## config.mk

```make
export PLATFORM = sky130hd
export DESIGN_NAME = multichannel_common_removal
export DESIGN_NICKNAME = d
export VERILOG_FILES = /design/src/hw/rtl/mcr_pkg.sv /design/src/hw/rtl/mcr_store.sv /design/src/hw/rtl/mcr_div.sv /design/src/hw/rtl/multichannel_common_removal.sv
export SDC_FILE = /design/constraint.sdc
export NUM_CORES = 1
export LEC_CHECK = 0
export ABC_AREA = 1
export BUFFER_PORTS_ARGS = -buffer_cell sky130_fd_sc_hd__buf_2
export CAP_MARGIN = 30
export CORE_ASPECT_RATIO = 1.1
export CORE_MARGIN = 1
export CORE_UTILIZATION = 40
export CTS_BUF_LIST = sky130_fd_sc_hd__clkbuf_8
export CTS_CLUSTER_DIAMETER = 150
export DETAILED_ROUTE_END_ITERATION = 16
export PLACE_DENSITY = 0.59
export SLEW_MARGIN = 20
export SYNTH_ARGS = -nofsm -noshare
export SYNTH_HDL_FRONTEND = slang
export SYNTH_HIERARCHICAL = 1
export SYNTH_SLANG_ARGS = --single-unit
```

## constraint.sdc

```tcl
create_clock -name i_clk -period 6.05 [get_ports i_clk]
set_input_delay 1.21 -clock i_clk [delete_from_list [all_inputs] [get_ports i_clk]]
set_output_delay 1.21 -clock i_clk [all_outputs]
set_load 0.01 [all_outputs]
```

## src/hw/rtl/mcr_pkg.sv

```systemverilog
// Shared types and constants of the multichannel common removal block.
package mcr_pkg;

    localparam int SAMPLE_W   = 24;
    localparam int CFG_ADDR_W = 1;
    localparam int CFG_DATA_W = 4;

    localparam logic [CFG_ADDR_W-1:0] REG_CHANNEL_COUNT = 1'd0;
    localparam logic [CFG_ADDR_W-1:0] REG_SAMPLE_FORMAT = 1'd1;

    localparam logic [3:0] CHANNEL_COUNT_RESET = 4'd2;
    localparam logic       FORMAT_16           = 1'b0;

    localparam logic signed [SAMPLE_W-1:0] CLAMP_HI16 = 24'sh007fff;
    localparam logic signed [SAMPLE_W-1:0] CLAMP_LO16 = -24'sh008000;
    localparam logic signed [SAMPLE_W-1:0] CLAMP_HI24 = 24'sh7fffff;
    localparam logic signed [SAMPLE_W-1:0] CLAMP_LO24 = -24'sh800000;

    typedef struct packed {
        logic done;
        logic rem_nz;
    } t_div_stat;

endpackage

```

## src/hw/rtl/mcr_store.sv

```systemverilog
// Frame store: one write port and one registered read port.
module mcr_store import mcr_pkg::*; #(
    parameter int DEPTH = 8,
    parameter int AW    = 3
) (
    input  logic                i_clk,
    input  logic                i_wr_en,
    input  logic [AW-1:0]       i_wr_addr,
    input  logic [SAMPLE_W-1:0] i_wr_data,
    input  logic                i_rd_en,
    input  logic [AW-1:0]       i_rd_addr,
    output logic [SAMPLE_W-1:0] o_rd_data
);

    logic [SAMPLE_W-1:0] r_mem [DEPTH];
    logic [SAMPLE_W-1:0] r_rd_data;

    always_ff @(posedge i_clk) begin
        if (i_wr_en) begin
            r_mem[i_wr_addr] <= i_wr_data;
        end
        if (i_rd_en) begin
            r_rd_data <= r_mem[i_rd_addr];
        end
    end

    assign o_rd_data = r_rd_data;

endmodule

```

## src/hw/rtl/mcr_div.sv

```systemverilog
// Serial divider giving the floor quotient of the frame sum by the channel count.
module mcr_div import mcr_pkg::*; #(
    parameter int SUM_W = 27,
    parameter int N_W   = 4
) (
    input  logic                    i_clk,
    input  logic                    i_rst_n,
    input  logic                    i_start,
    input  logic signed [SUM_W-1:0] i_dividend,
    input  logic [N_W-1:0]          i_divisor,
    output logic signed [SUM_W-1:0] o_quotient,
    output t_div_stat               o_stat
);

    localparam int CW = $clog2(SUM_W + 1);

    logic                    r_busy;
    logic                    r_fix;
    logic                    r_done;
    logic [CW-1:0]           r_cnt;
    logic                    r_neg;
    logic [SUM_W-1:0]        r_quo;
    logic [N_W-1:0]          r_rem;
    logic [N_W-1:0]          r_div;
    logic signed [SUM_W-1:0] r_q;
    logic                    r_rem_nz;

    logic [N_W:0] shifted;
    logic [N_W:0] diff;
    logic         ge;
    logic         nz;

    assign shifted = {r_rem, r_quo[SUM_W-1]};
    assign diff    = shifted - {1'b0, r_div};
    assign ge      = !diff[N_W];
    assign nz      = (r_rem != '0);

    always_ff @(posedge i_clk) begin
        if (!i_rst_n) begin
            r_busy <= 1'b0;
            r_fix  <= 1'b0;
            r_done <= 1'b0;
        end else begin
            r_done <= 1'b0;
            if (i_start) begin
                r_busy <= 1'b1;
                r_fix  <= 1'b0;
            end else if (r_busy) begin
                if (r_cnt == CW'(1)) begin
                    r_busy <= 1'b0;
                    r_fix  <= 1'b1;
                end
            end else if (r_fix) begin
                r_fix  <= 1'b0;
                r_done <= 1'b1;
            end
        end
    end

    always_ff @(posedge i_clk) begin
        if (i_start) begin
            r_neg <= i_dividend[SUM_W-1];
            r_quo <= i_dividend[SUM_W-1] ? -i_dividend : i_dividend;
            r_rem <= '0;
            r_div <= i_divisor;
            r_cnt <= CW'(SUM_W);
        end else if (r_busy) begin
            r_rem <= ge ? diff[N_W-1:0] : shifted[N_W-1:0];
            r_quo <= {r_quo[SUM_W-2:0], ge};
            r_cnt <= r_cnt - CW'(1);
        end else if (r_fix) begin
            r_q      <= r_neg ? (-r_quo - SUM_W'(nz)) : r_quo;
            r_rem_nz <= nz;
        end
    end

    assign o_quotient    = r_q;
    assign o_stat.done   = r_done;
    assign o_stat.rem_nz = r_rem_nz;

endmodule

```

## src/hw/rtl/multichannel_common_removal.sv

```systemverilog
// The first result of a frame follows its last sample once the one-bit-per-cycle divider
// has formed the mean; each later result is read from the frame store and then written
// to the output register, which holds it while the receiver stalls.
// Input is taken one word a cycle while the block is between frames and a sample is offered.
// Synchronous active-low reset clears the control state, the frame sum and the
// registers (channel_count = 2, 16-bit format); the frame store needs no clearing.
module multichannel_common_removal import mcr_pkg::*; #(
    parameter int MAX_CHANNELS = 8
) (
    input  logic                  i_clk,
    input  logic                  i_rst_n,
    input  logic                  s_axis_tvalid,
    output logic                  s_axis_tready,
    input  logic [SAMPLE_W-1:0]   s_axis_tdata,   // [23:0] sample_in
    output logic                  m_axis_tvalid,
    input  logic                  m_axis_tready,
    output logic [SAMPLE_W-1:0]   m_axis_tdata,   // [23:0] sample_out
    output logic                  m_axis_tlast,
    input  logic                  i_cfg_we,
    input  logic [CFG_ADDR_W-1:0] i_cfg_addr,
    input  logic [CFG_DATA_W-1:0] i_cfg_data
);

    localparam int AW    = $clog2(MAX_CHANNELS);
    localparam int N_W   = $clog2(MAX_CHANNELS + 1);
    localparam int SUM_W = SAMPLE_W + AW;
    localparam int RW    = SUM_W + 1;

    localparam logic signed [RW-1:0] HI16 = RW'(CLAMP_HI16);
    localparam logic signed [RW-1:0] LO16 = RW'(CLAMP_LO16);
    localparam logic signed [RW-1:0] HI24 = RW'(CLAMP_HI24);
    localparam logic signed [RW-1:0] LO24 = RW'(CLAMP_LO24);

    typedef enum logic [1:0] {S_IN, S_DIV, S_RD, S_OUT} t_state;

    t_state                  r_state;
    logic [AW-1:0]           r_idx;
    logic [AW-1:0]           r_k;
    logic [AW-1:0]           r_last;
    logic signed [SUM_W-1:0] r_sum;
    logic [3:0]              r_channel_count;
    logic                    r_sample_format;
    logic                    r_out_valid;
    logic [SAMPLE_W-1:0]     r_out_data;
    logic                    r_out_last;

    logic                    in_acc;
    logic                    frame_end;
    logic                    out_free;
    logic [N_W-1:0]          n_eff;
    logic signed [SUM_W-1:0] n_sum;
    logic signed [SUM_W-1:0] quotient;
    t_div_stat               div_stat;
    logic [SAMPLE_W-1:0]     rd_data;
    logic signed [RW-1:0]    diff;
    logic signed [RW-1:0]    res;
    logic signed [RW-1:0]    hi;
    logic signed [RW-1:0]    lo;
    logic [SAMPLE_W-1:0]     clamped;

    assign s_axis_tready = (r_state == S_IN);
    assign in_acc        = s_axis_tvalid && s_axis_tready;
    assign out_free      = !r_out_valid || m_axis_tready;
    assign n_sum         = r_sum + SUM_W'(signed'(s_axis_tdata));

    always_comb begin
        if (32'(r_channel_count) > MAX_CHANNELS) begin
            n_eff = N_W'(MAX_CHANNELS);
        end else if (r_channel_count < 4'd2) begin
            n_eff = N_W'(2);
        end else begin
            n_eff = N_W'(r_channel_count);
        end
    end

    assign frame_end = (32'(r_idx) + 1) >= 32'(n_eff);

    always_comb begin
        diff = RW'(signed'(rd_data)) - RW'(quotient);
        res  = diff - RW'(div_stat.rem_nz && (diff > 0));
        hi   = (r_sample_format == FORMAT_16) ? HI16 : HI24;
        lo   = (r_sample_format == FORMAT_16) ? LO16 : LO24;
        if (res > hi) begin
            clamped = hi[SAMPLE_W-1:0];
        end else if (res < lo) begin
            clamped = lo[SAMPLE_W-1:0];
        end else begin
            clamped = res[SAMPLE_W-1:0];
        end
    end

    mcr_store #(
        .DEPTH (MAX_CHANNELS),
        .AW    (AW)
    ) u_store (
        .i_clk     (i_clk),
        .i_wr_en   (in_acc),
        .i_wr_addr (r_idx),
        .i_wr_data (s_axis_tdata),
        .i_rd_en   (r_state == S_RD),
        .i_rd_addr (r_k),
        .o_rd_data (rd_data)
    );

    mcr_div #(
        .SUM_W (SUM_W),
        .N_W   (N_W)
    ) u_div (
        .i_clk      (i_clk),
        .i_rst_n    (i_rst_n),
        .i_start    (in_acc && frame_end),
        .i_dividend (n_sum),
        .i_divisor  (n_eff),
        .o_quotient (quotient),
        .o_stat     (div_stat)
    );

    always_ff @(posedge i_clk) begin
        if (!i_rst_n) begin
            r_channel_count <= CHANNEL_COUNT_RESET;
            r_sample_format <= FORMAT_16;
        end else if (i_cfg_we) begin
            unique case (i_cfg_addr)
                REG_CHANNEL_COUNT: r_channel_count <= i_cfg_data;
                REG_SAMPLE_FORMAT: r_sample_format <= i_cfg_data[0];
            endcase
        end
    end

    always_ff @(posedge i_clk) begin
        if (!i_rst_n) begin
            r_state     <= S_IN;
            r_idx       <= '0;
            r_k         <= '0;
            r_last      <= '0;
            r_sum       <= '0;
            r_out_valid <= 1'b0;
        end else begin
            if (m_axis_tvalid && m_axis_tready && r_state != S_OUT) begin
                r_out_valid <= 1'b0;
            end
            unique case (r_state)
                S_IN: begin
                    if (in_acc) begin
                        if (frame_end) begin
                            r_last  <= r_idx;
                            r_idx   <= '0;
                            r_sum   <= '0;
                            r_k     <= '0;
                            r_state <= S_DIV;
                        end else begin
                            r_idx <= r_idx + AW'(1);
                            r_sum <= n_sum;
                        end
                    end
                end
                S_DIV: begin
                    if (div_stat.done) begin
                        r_state <= S_RD;
                    end
                end
                S_RD: begin
                    r_state <= S_OUT;
                end
                S_OUT: begin
                    if (out_free) begin
                        r_out_valid <= 1'b1;
                        r_out_data  <= clamped;
                        r_out_last  <= (r_k == r_last);
                        if (r_k == r_last) begin
                            r_state <= S_IN;
                        end else begin
                            r_k     <= r_k + AW'(1);
                            r_state <= S_RD;
                        end
                    end
                end
            endcase
        end
    end

    assign m_axis_tvalid = r_out_valid;
    assign m_axis_tdata  = r_out_data;
    assign m_axis_tlast  = r_out_last;

endmodule

```

[After elaboration in Yosys (flattened, before gate mapping)]
Memories as Yosys holds them, arrays and structs flattened. A register that Yosys moved wholly into a read port is not among the register bits.
Index checks and enable logic that the tools add are counted.
Storage, ports and cells
  flip-flop bits (word level): 141
  memory bits (writable): 192
  bits of input ports: 34
  output and inout port bits: 27
  word-level logic and storage cells: 108
  memories: 1
Cells by class
  add/sub/neg operators: 11
  order comparisons: 6
  equality and inequality tests: 11
  multiplexer cells: 33
  bitwise operators: 4
  reductions and logical operators: 22
Memory list
  u_store.r_mem: depth 8, width 24, rd ports 1, clocked after Yosys merged registers in 1, wr ports 1, line mcr_store.sv:15  | logic [SAMPLE_W-1:0] r_mem [DEPTH];
Operator list (count)
  $mux W27: 5
  $neg A27 Y27: 2
  $mux W24: 2
  $mux W23: 2
  $gt A28 B1 Y1 const B: 1
  $gt A28 B24 Y1: 1
  $lt A28 B24 Y1: 1
  $sub A24 B27 Y28: 1
  $sub A28 B1 Y28: 1
  $add A27 B24 Y27: 1
  $sub A27 B1 Y27: 1
  $mux W3: 5
  $mux W4: 3
  $mux W2: 5
  $mux W1: 9
  $reduce_and A3 Y1: 3
  $pmux W2 S4: 1
  $add A3 B1 Y3 const B: 2
  $ne A2 B1 Y1 const B: 3
  $ne A2 B2 Y1 const B: 3
  $pmux W3 S2: 1
  $reduce_and A2 Y1: 3
  $reduce_or A3 Y1: 2
  $eq A5 B1 Y1 const B: 1
  18 further kinds: 28

[Logic depth before layout (Yosys ltp)]
  word-level depth: 7
  gate-level depth with buffers: 48
  depth with buffers taken out: 47

[By module]
The synthesis kept the hierarchy.
Modules (own cells, without submodules)
  mcr_store: times used 1, cells each 872, area an instance 9146.3 sq um, sequential area each 6486.2 sq um
  multichannel_common_removal: times used 1, cells each 1229, area an instance 7618.6 sq um, sequential area each 1631.6 sq um
  mcr_div: times used 1, cells each 798, area an instance 5644.2 sq um, sequential area each 2042.0 sq um

[Worst setup path before layout]
No wires, ideal clock.
  kind: flip-flop to flip-flop
  start point: reg u_store.r_rd_data[0] (netlist: u_store/o_rd_data[0]), read port of u_store.r_mem
  end point: reg r_out_data[2] (netlist: m_axis_tdata[2]), data pin
  setup time: 0.260 ns
  arrival time: 5.174 ns
  data required time: 5.790 ns
  path slack: 0.617 ns
  stages on the path, launching flop included: 47
  path buffers: 1
  clock period less this slack: 5.433 ns
  cells stage by stage: edfxtp_1 > inv_1 > ha_1 > inv_1 > fa_1 > nand2_2 > nand2_2 > nand3_1 > nand2_1 > nand2_1 > nand2_1 > nand2_1 > nand2_1 > inv_1 > nand2_1 > nor2_2 > nand2_1 > o41ai_1 > [11 not listed] > xor2_1 > ha_1 > nand2_1 > nor3_1 > nand3_1 > nor3_1 > nand3_1 > nor2_1 > nand2_1 > nor2_1 > nand3_1 > nor2_1 > nand3_1 > nand2_1 > nand4_1 > nand2_2 > buf_4 > o21ai_1
Between the ends
  longest elaborated chain between the ends: 7
  elaborated cells between the ends (all ways): 8
  classes of those cells: add/sub (2); order compare (3); mux (2); reduce/logical (1)
Ends and longest elaborated chain
  start: declaration: line mcr_store.sv:16  | logic [SAMPLE_W-1:0] r_rd_data;
  $sub A24 B27 Y28 *: line multichannel_common_removal.sv:79  | diff = RW'(signed'(rd_data)) - RW'(quotient);
  $gt A28 B1 Y1: line multichannel_common_removal.sv:80  | res = diff - RW'(div_stat.rem_nz && (diff > 0));
  $logic_and A1 B1 Y1: line multichannel_common_removal.sv:80
  $sub A28 B1 Y28 *: line multichannel_common_removal.sv:80
  $lt A28 B24 Y1: line multichannel_common_removal.sv:85  | end else if (res < lo) begin
  $mux W24: line multichannel_common_removal.sv:85
  $mux W24 *: line multichannel_common_removal.sv:83  | if (res > hi) begin
  end signal: assignment: line multichannel_common_removal.sv:168  | r_out_data <= clamped;
  end: declaration: line multichannel_common_removal.sv:44  | logic [SAMPLE_W-1:0] r_out_data;
Every way passes the cells marked *; elsewhere a longest branch is shown, timed or not.
A chain may end at the register's enable or synchronous reset.

[Worst setup path in the final report]
  start point: reg u_store.r_rd_data[0] (netlist: u_store/o_rd_data[0]), read port of u_store.r_mem
  end point: reg r_out_data[1] (netlist: m_axis_tdata[1]), data pin
Same word-level chain as after synthesis.

==> qor.yml <==
postRouteAntennaNets: 0
core_area_mm2: 0.0551
dp_hpwl_mm: 44.7
busiest_layer: "met2"
firstDrtPassIters: 5
initial_core_util_pct: 40.7
wl_per_cell_um: 15.9
use_met1_pct: 27.8
dieWidth_um: 228
io_pins: 61
drc: 0
grt_max_degree: 89
cts_buffer_depth: 3
gp_congestion: 0.927
synth_area_mm2: 0.0224
vias: 18820
fmax_ghz: 0.167
mostFrequentLayoutCell: "nand2_1"
drive_gt1_share_pct: 15.1
dieArea_mm2: 0.0570
die_y_um: 250
final.setup.worst_slack_ps: 65.1
final_max_slew_viol_count: 0
drt_iter0_markers: 1263
rsz0062_at_grt: "true"
syn2layout_area_growth_pct: 16.9
p_leak_nw: 12.5
vdd_drop_max_mv: 0.272
yosysWarnings: 6
utilization_pct: 47.6
yosys_register_bits: 357
synthArstFlopShare_pct: 0
post-place-ws_ps: -182
seq_area_mm2: 0.0102
clock-root-buffer: "clkbuf_8"
endpoint_kind: "flop"
antenna_found_initial: 1
synthDominantCellAreaShare_pct: 40.3
worst_pin_slew_ps: 1040
grt-ovfl-total: 0
final_cells: 3875
r2r_slack_ps: 70
grt_pass1_wl_mm: 97.9
cts_buffers: 66
ys.flop_type: "edfxtp_1"
totalWireLength_mm: 61.6
core.rowCount: 90
nets: 3238
worstPathRequired_ps: 6420
power_density_mw_per_mm2: 379
cts.clk_slew.worst_paths_ps: 60
ctsHtreeMaxLevel: 3
viasPerCell: 4.86
cts_hold_buf: 0
multi_input_area_mm2: 0.0105
num-fill-cells: 5404
port_buffers: 60
synth-seq-area-share_pct: 45.3
cp_top_family: "simple AND/OR/NAND/NOR gates"
path_buf_inv: 7
grt_pass1_vias: 18465
worst_ep_arrival_time_ps: 6350
finalClockSkew_ps: 19.7
synth_area_leaders: "edfxtp_1 40%, nand2_1 16%, inv_1 8.8%, ha_1 6.3%, dfxtp_1 5.0%"
criticalPathCategory: "reg2reg"
synth_edf_count: 301
critPathLaunchType: "flop"
grt_use_total_pct: 22.2
outcome: "completed"
grtUsageMet3_pct: 3.13
cts_tree: "done"
dp_cells: 3729
syn_nets: 3048
setup_viol: 0
cap_violations: 0
period_minus_slack_ps: 5980
yosysTopAreaCell: "edfxtp_1"
finalHoldViolCount: 0
syn-mean-instance-area_um2: 7.73
cp_max_fo: 8
cts_sinks: 357
cp_slowest_stage_delay_ps: 380
clkLatencyLatePin_ps: 630
min_period_over_period_pct: 98.9
hp-class: "reg2reg"
slew-limit-headroom_pct: 30.0
met2_usage_pct: 39.1
critPathSlowestCell: "fa_2"
ys_types: 55
syn_inst: 2899
final_cell_mix: "940 x nand2_1, 545 x inv_1, 301 x edfxtp_1"
## path summary, 6_finish.rpt
| check | startpoint | to | depth (start not counted) |
|---|---|---|---|
| hold reg to reg | u_div/r_cnt[4] | u_div/r_cnt[4] | 1 |
| setup / recovery | u_store/o_rd_data[0] | m_axis_tdata[1] | 44 |
| setup reg to reg | u_store/o_rd_data[0] | m_axis_tdata[1] | 44 |
| hold / removal | u_div/r_cnt[4] | u_div/r_cnt[4] | 1 |
## layer usage
metal	part of all wire, %	wire length, µm
met1	43	26600
met3	3.6	2230
met5	0	0
met4	3.0	1830
met2	50	31000
## state kept, by name, summed over array words and instances, names as in the netlist, 2 cells and up
name               count
r_idx                  3
u_div/o_quotient      27
r_last                 3
r_k                    3
u_store/r_mem        192
u_div/r_rem            4
r_sum                 27
r_channel_count        4
u_div/r_cnt            5
r_state                2
u_div/r_quo           27
m_axis_tdata          24
u_div/r_div            4
u_store/o_rd_data     24
## final cells by class
class,instances,share of cell area (%)
sequential,357,38.8
inverter,543,7.78
clock inverter,49,0.951
multi-input combinational,1932,40.1
clock buffer,68,3.57
tap,736,3.52
timing repair buffer,189,5.23
antenna,1,0.00955
## per-stage QoR
stage	instance area, µm²	total power [mW]	hold WS, ps	TNS, ps
floorplan	22400	6.52	436	0
global placement	24000	7.70	456	-4730
detailed placement	24100	7.81	462	-3100
CTS	25800	9.97	471	0
global route	26200	10.7	485	-5880
finish	26200	9.92	465	0
## repair_timing
item / in CTS / in global routing
resized for setup: 71 / 71
pin swaps: 14 / 41
buffers inserted: 14 / 10
cloned: 1 / 0
endpoints found under the setup margin: 23 / 23
## synthesized netlist by cell type (9+ instances only)
cell        n
a21oi_1   114
buf_2      25
clkbuf_1   22
dfxtp_1    56
edfxtp_1  301
ha_1      112
inv_1     527
inv_2      12
nand2_1   981
nand2_2    20
nand3_1   222
nand3b_1   14
nand4_1    41
nor2_1    161
nor2_2     14
nor3_1     10
o211ai_1    9
o21ai_0    63
o21ai_1    21
xnor2_1    23
xor2_1     46
## where the power goes
group	switching (mW)	internal (mW)	leakage (nW)
logic	2.98	1.47	8.64
clock network	1.02	1.09	0.683
registers	0.216	3.15	3.19
total	4.21	5.71	12.5
## cell families (layout without fill, tap and decap cells)
kind of cell	count (synthesis)	after routing	synth area share, %
simple gates	1503	1503	28.5
buf+inv	610	849	10.8
flops	357	357	45.3
compound gates	243	243	6.00
fa+ha+maj	115	115	6.52
xor+xnor	71	71	2.89
other cells	0	1	0
## worst register-to-register path, delay by kind of cell (launching register included)
family          cells  cell delay (ps)
compound gates      3              290
flops               1              360
fa+ha+maj           4             1070
buf+inv             7              690
simple gates       29             3120
xor+xnor            1              180
(Power assumes the default switching activity.)
